<file path="src/rtl/neighbor_contrast_pixel_count_core_defines.svh">
// ----------------------------------------------------------------------------
// Assertion macros for the neighbor contrast pixel count core
// Concurrent checks that compile away when SYNTH is defined.
// ----------------------------------------------------------------------------
`ifndef NEIGHBOR_CONTRAST_PIXEL_COUNT_CORE_DEFINES_SVH
`define NEIGHBOR_CONTRAST_PIXEL_COUNT_CORE_DEFINES_SVH

`ifndef SYNTH
`define NCPC_ASSERT(label, clk, rst, prop) \
   label: assert property (@(posedge clk) disable iff (rst) prop) \
      else $error("ncpc assertion failed");
`define NCPC_ASSERT_ALWAYS(label, clk, prop) \
   label: assert property (@(posedge clk) prop) \
      else $error("ncpc assertion failed");
`else
`define NCPC_ASSERT(label, clk, rst, prop)
`define NCPC_ASSERT_ALWAYS(label, clk, prop)
`endif

`endif

</file>
<file path="src/rtl/ncpc_ram.sv">
// ----------------------------------------------------------------------------
// ncpc_ram
// Generic single-write, single-read RAM with a registered read port.
// ----------------------------------------------------------------------------
module ncpc_ram #(
   parameter int WIDTH = 8,
   parameter int DEPTH = 512
) (
   input  logic                     clock,
   input  logic                     wr_en,
   input  logic [$clog2(DEPTH)-1:0] wr_addr,
   input  logic [WIDTH-1:0]         wr_data,
   input  logic [$clog2(DEPTH)-1:0] rd_addr,
   output logic [WIDTH-1:0]         rd_data
);

   logic [WIDTH-1:0] mem [DEPTH];
   logic [WIDTH-1:0] rd_data_ff;

   always_ff @(posedge clock) begin
      if (wr_en) begin
         mem[wr_addr] <= wr_data;
      end
      rd_data_ff <= mem[rd_addr];
   end

   assign rd_data = rd_data_ff;

endmodule

</file>
<file path="config.mk">
export PLATFORM = sky130hd
export DESIGN_NAME = ncpc_ram
export DESIGN_NICKNAME = d
export VERILOG_FILES = /design/src/rtl/neighbor_contrast_pixel_count_core_defines.svh /design/src/rtl/ncpc_ram.sv
export SDC_FILE = /design/constraint.sdc
export NUM_CORES = 2
export LEC_CHECK = 0
export BUFFER_PORTS_ARGS = -buffer_cell sky130_fd_sc_hd__buf_4
export CAP_MARGIN = 10
export CORE_MARGIN = 3
export CORE_UTILIZATION = 63
export CTS_CLUSTER_DIAMETER = 120
export CTS_CLUSTER_SIZE = 25
export DETAILED_ROUTE_END_ITERATION = 6
export PLACE_DENSITY_LB_ADDON = 0.3
export REMOVE_ABC_BUFFERS = 1
export SYNTH_ARGS = -nofsm -noshare
export SYNTH_HDL_FRONTEND = slang
export SYNTH_SLANG_ARGS = --single-unit
</file>
<file path="constraint.sdc">
create_clock -name clock -period 2.6 [get_ports clock]
set_input_delay 0 -clock clock [delete_from_list [all_inputs] [get_ports clock]]
set_output_delay 0 -clock clock [all_outputs]
set_load 0.01 [all_outputs]
</file>
==> reports/metrics.yaml <==
critical_path_class: "input pin to register"
dpl.hpwl_microns: 267000
yosysUniqueCellTypes: 51
fin_crit_ns: 2.62
grt_first_pass_wirelength_microns: 592000
portBuffers: 35
place_inst: 12000
drt_iter0_drc: 13400
synth.avg_cell_area_sq_um: 19.9
max_stage_delay_ns: 0.67
wl_per_cell_microns: 33.4
finalSetupTns_ns: -0.253
cts_tree: "built"
clockRootBuffer: "clkbuf_16"
crit_chain: "dlygate4sd3_1 > buf_4 > nor2_1 > dlygate4sd3_1 > buf_4 > nand2_1 > nor2_1 > buf_4"
die_area_sq_mm: 0.260
synth_cells: 8030
start_kind: "input pin"
viasPerCell: 6.96
arrival_ns: 3.23
outcome: "finished, violations left"
nNetsFinal: 8893
antenna_found_initial: 15
worstPathRequired_ns: 3.21
core_area_sq_mm: 0.252
power.total_mw: 113
grt_usage: 0.317
maxCapViolCount: 0
synth_seq_cells: 4104
violations: "DRC, setup timing"
path_max_fanout: 16
finalWeightedCongestion: 0.951
utilization: 0.705
cpMostUsedCell: "buf_4"
synth_edf_count: 4096
leakagePower_nw: 57.3
ios: 36
grt_start_max_net_pins: 137
min_period_over_period: 1.01
start_util: 0.635
die_x_microns: 510
stdcell_count: 12300
clkSinkCount: 4104
routed_wl_microns: 409000
slew_violations: 0
clock_latency_ns: 0.88
dr.pass1.iters: 7
rows: 184
clk_pin_slew_ns: 0.10
place_ws_ns: -0.746
fmax_ghz: 0.381
ir_worst_vdd_mv: 0.600
worstMarginPinSlew_ns: 1.11
rsz0062_at_grt: "true"
drc: 20
grt_pass1_vias: 84200
cts_buffers: 182
end_kind: "register"
ys.flop_type: "edfxtp_1"
maxSlewHeadroom: 0.249
ys_async_sr_fraction: 0
cts_htree_levels: 4
yosysWarningCount: 0
clock_path_buffers: 3
vias: 85300
antenna_left: 0
hold_class: "input pin to register"
critPathSlowestCell: "nor2_1"
setup_viol: 25
skew_ns: 0.0323
fp.dieH_microns: 510
fin_ws_ns: -0.0233
grt_overflow: 0
syn-cell-area_sq_mm: 0.160
hold_viol: 0
seq_area_frac_synth: 0.770
drive_gt1_frac: 0.231
area_delta_synth_final_pct: 11.0
fill_cells: 14700
power_per_cell_area_mw_per_mm2: 634
## worst max-delay path: cells and delay by family
kind                   cells  cell delay (ns)
buffers and inverters      5             1.86
and+or+nand+nor            3             1.34
## per-stage QoR
step	cell area [sq um]	hold WS [ns]
detailed placement	172000	0.371
global route	177000	0.0283
finish	177000	0.0482
floorplan	157000	0.0989
CTS	177000	0.00133
global placement	172000	0.370
## synthesized netlist by cell type, types with 17 or more instances
master / number / area [sq um]
o22ai_1: 163 / 1020
a21oi_1: 194 / 971
edfxtp_1: 4096 / 123000
buf_1: 41 / 154
mux2i_1: 797 / 7980
a211oi_1: 17 / 128
nand3_1: 36 / 180
nor4_1: 36 / 225
clkbuf_1: 265 / 995
mux4_2: 654 / 14700
buf_2: 57 / 285
o221ai_1: 371 / 3250
nand4_1: 32 / 200
nor2_1: 597 / 2240
a22oi_1: 61 / 458
and2_1: 20 / 125
buf_6: 64 / 721
nor3_1: 109 / 546
buf_4: 70 / 526
o21ai_0: 118 / 591
nand2_1: 111 / 417
## flip-flops by register name, summed over array words and instances, names as in the netlist
name     cells
mem       4096
rd_data      8
## final timing paths
check | start | end | slack (ns) | cells after the start
worst max-delay path | wr_addr[5] | mem[139][4]$_DFFE_PP_ | -0.02 | 8
worst min-delay path | wr_data[4] | mem[452][4]$_DFFE_PP_ | 0.05 | 2
worst min register to register | mem[374][4]$_DFFE_PP_ | rd_data[4]$_DFF_P_ | 1.28 | 7
worst max register to register | mem[459][7]$_DFFE_PP_ | rd_data[7]$_DFF_P_ | 0.01 | 8
## layer usage
layer  up-vias  track usage  share of wire
met5         -            0        0.00019
met4        12        0.123          0.046
met3       852       0.0679           0.12
met2      5891        0.497           0.48
met1     43800        0.445           0.35
li1      34800            -              -
## layout make-up
type | count | area [sq um] | share of cell area
clock inverter | 9 | 133 | 0.000747
sequential | 4104 | 123000 | 0.694
antenna | 8 | 20.0 | 0.000113
timing repair buffer | 1164 | 11000 | 0.0621
tap | 3348 | 4190 | 0.0236
multi-input combinational | 3410 | 34200 | 0.193
clock buffer | 208 | 4780 | 0.0269
inverter | 3 | 18.8 | 0.000106
## cells in the final DEF, fill, tap and decap left out, drive strengths merged, types with 3 or more instances in the layout
cell type    count
a2111oi          3
a211oi          17
a21oi          194
a22o             5
a22oi           61
and2            20
and3             4
and3b            4
buf           1144
clkbuf         209
clkinv           3
dfxtp            8
diode            8
dlygate4sd3     19
edfxtp        4096
inv              8
mux2i          797
mux4           654
nand2          111
nand2b           4
nand3           36
nand4           32
nor2           597
nor2b            6
nor3           109
nor3b            8
nor4            36
o2111a           8
o21ai          119
o221ai         372
o22a             3
o22ai          163
o311ai           6
o31ai           13
o41ai            7
or2              5
or3              6
## cells by family after synthesis
family                 share of synthesized area
multiplexers                               0.142
buffers and inverters                     0.0185
flip-flops                                 0.770
AND/OR/NAND/NOR                           0.0263
AO/OA/AOI/OAI                             0.0431
## power breakdown
| group | switching, mW | total [mW] | internal (mW) |
|---|---|---|---|
| sequential | 0.133 | 72.9 | 72.7 |
| clock | 19.0 | 32.1 | 13.1 |
| combinational | 4.71 | 7.60 | 2.89 |
| total | 23.9 | 113 | 88.7 |
## what timing repair did
action,in CTS,in global routing
hold buffers,19,0
hold endpoints to repair,3855,0
gates resized for setup,13,26
gates cloned,0,0
buffers inserted,0,0
setup endpoints to repair,6,55
pin swaps,2,4
(Power assumes the default switching activity.)
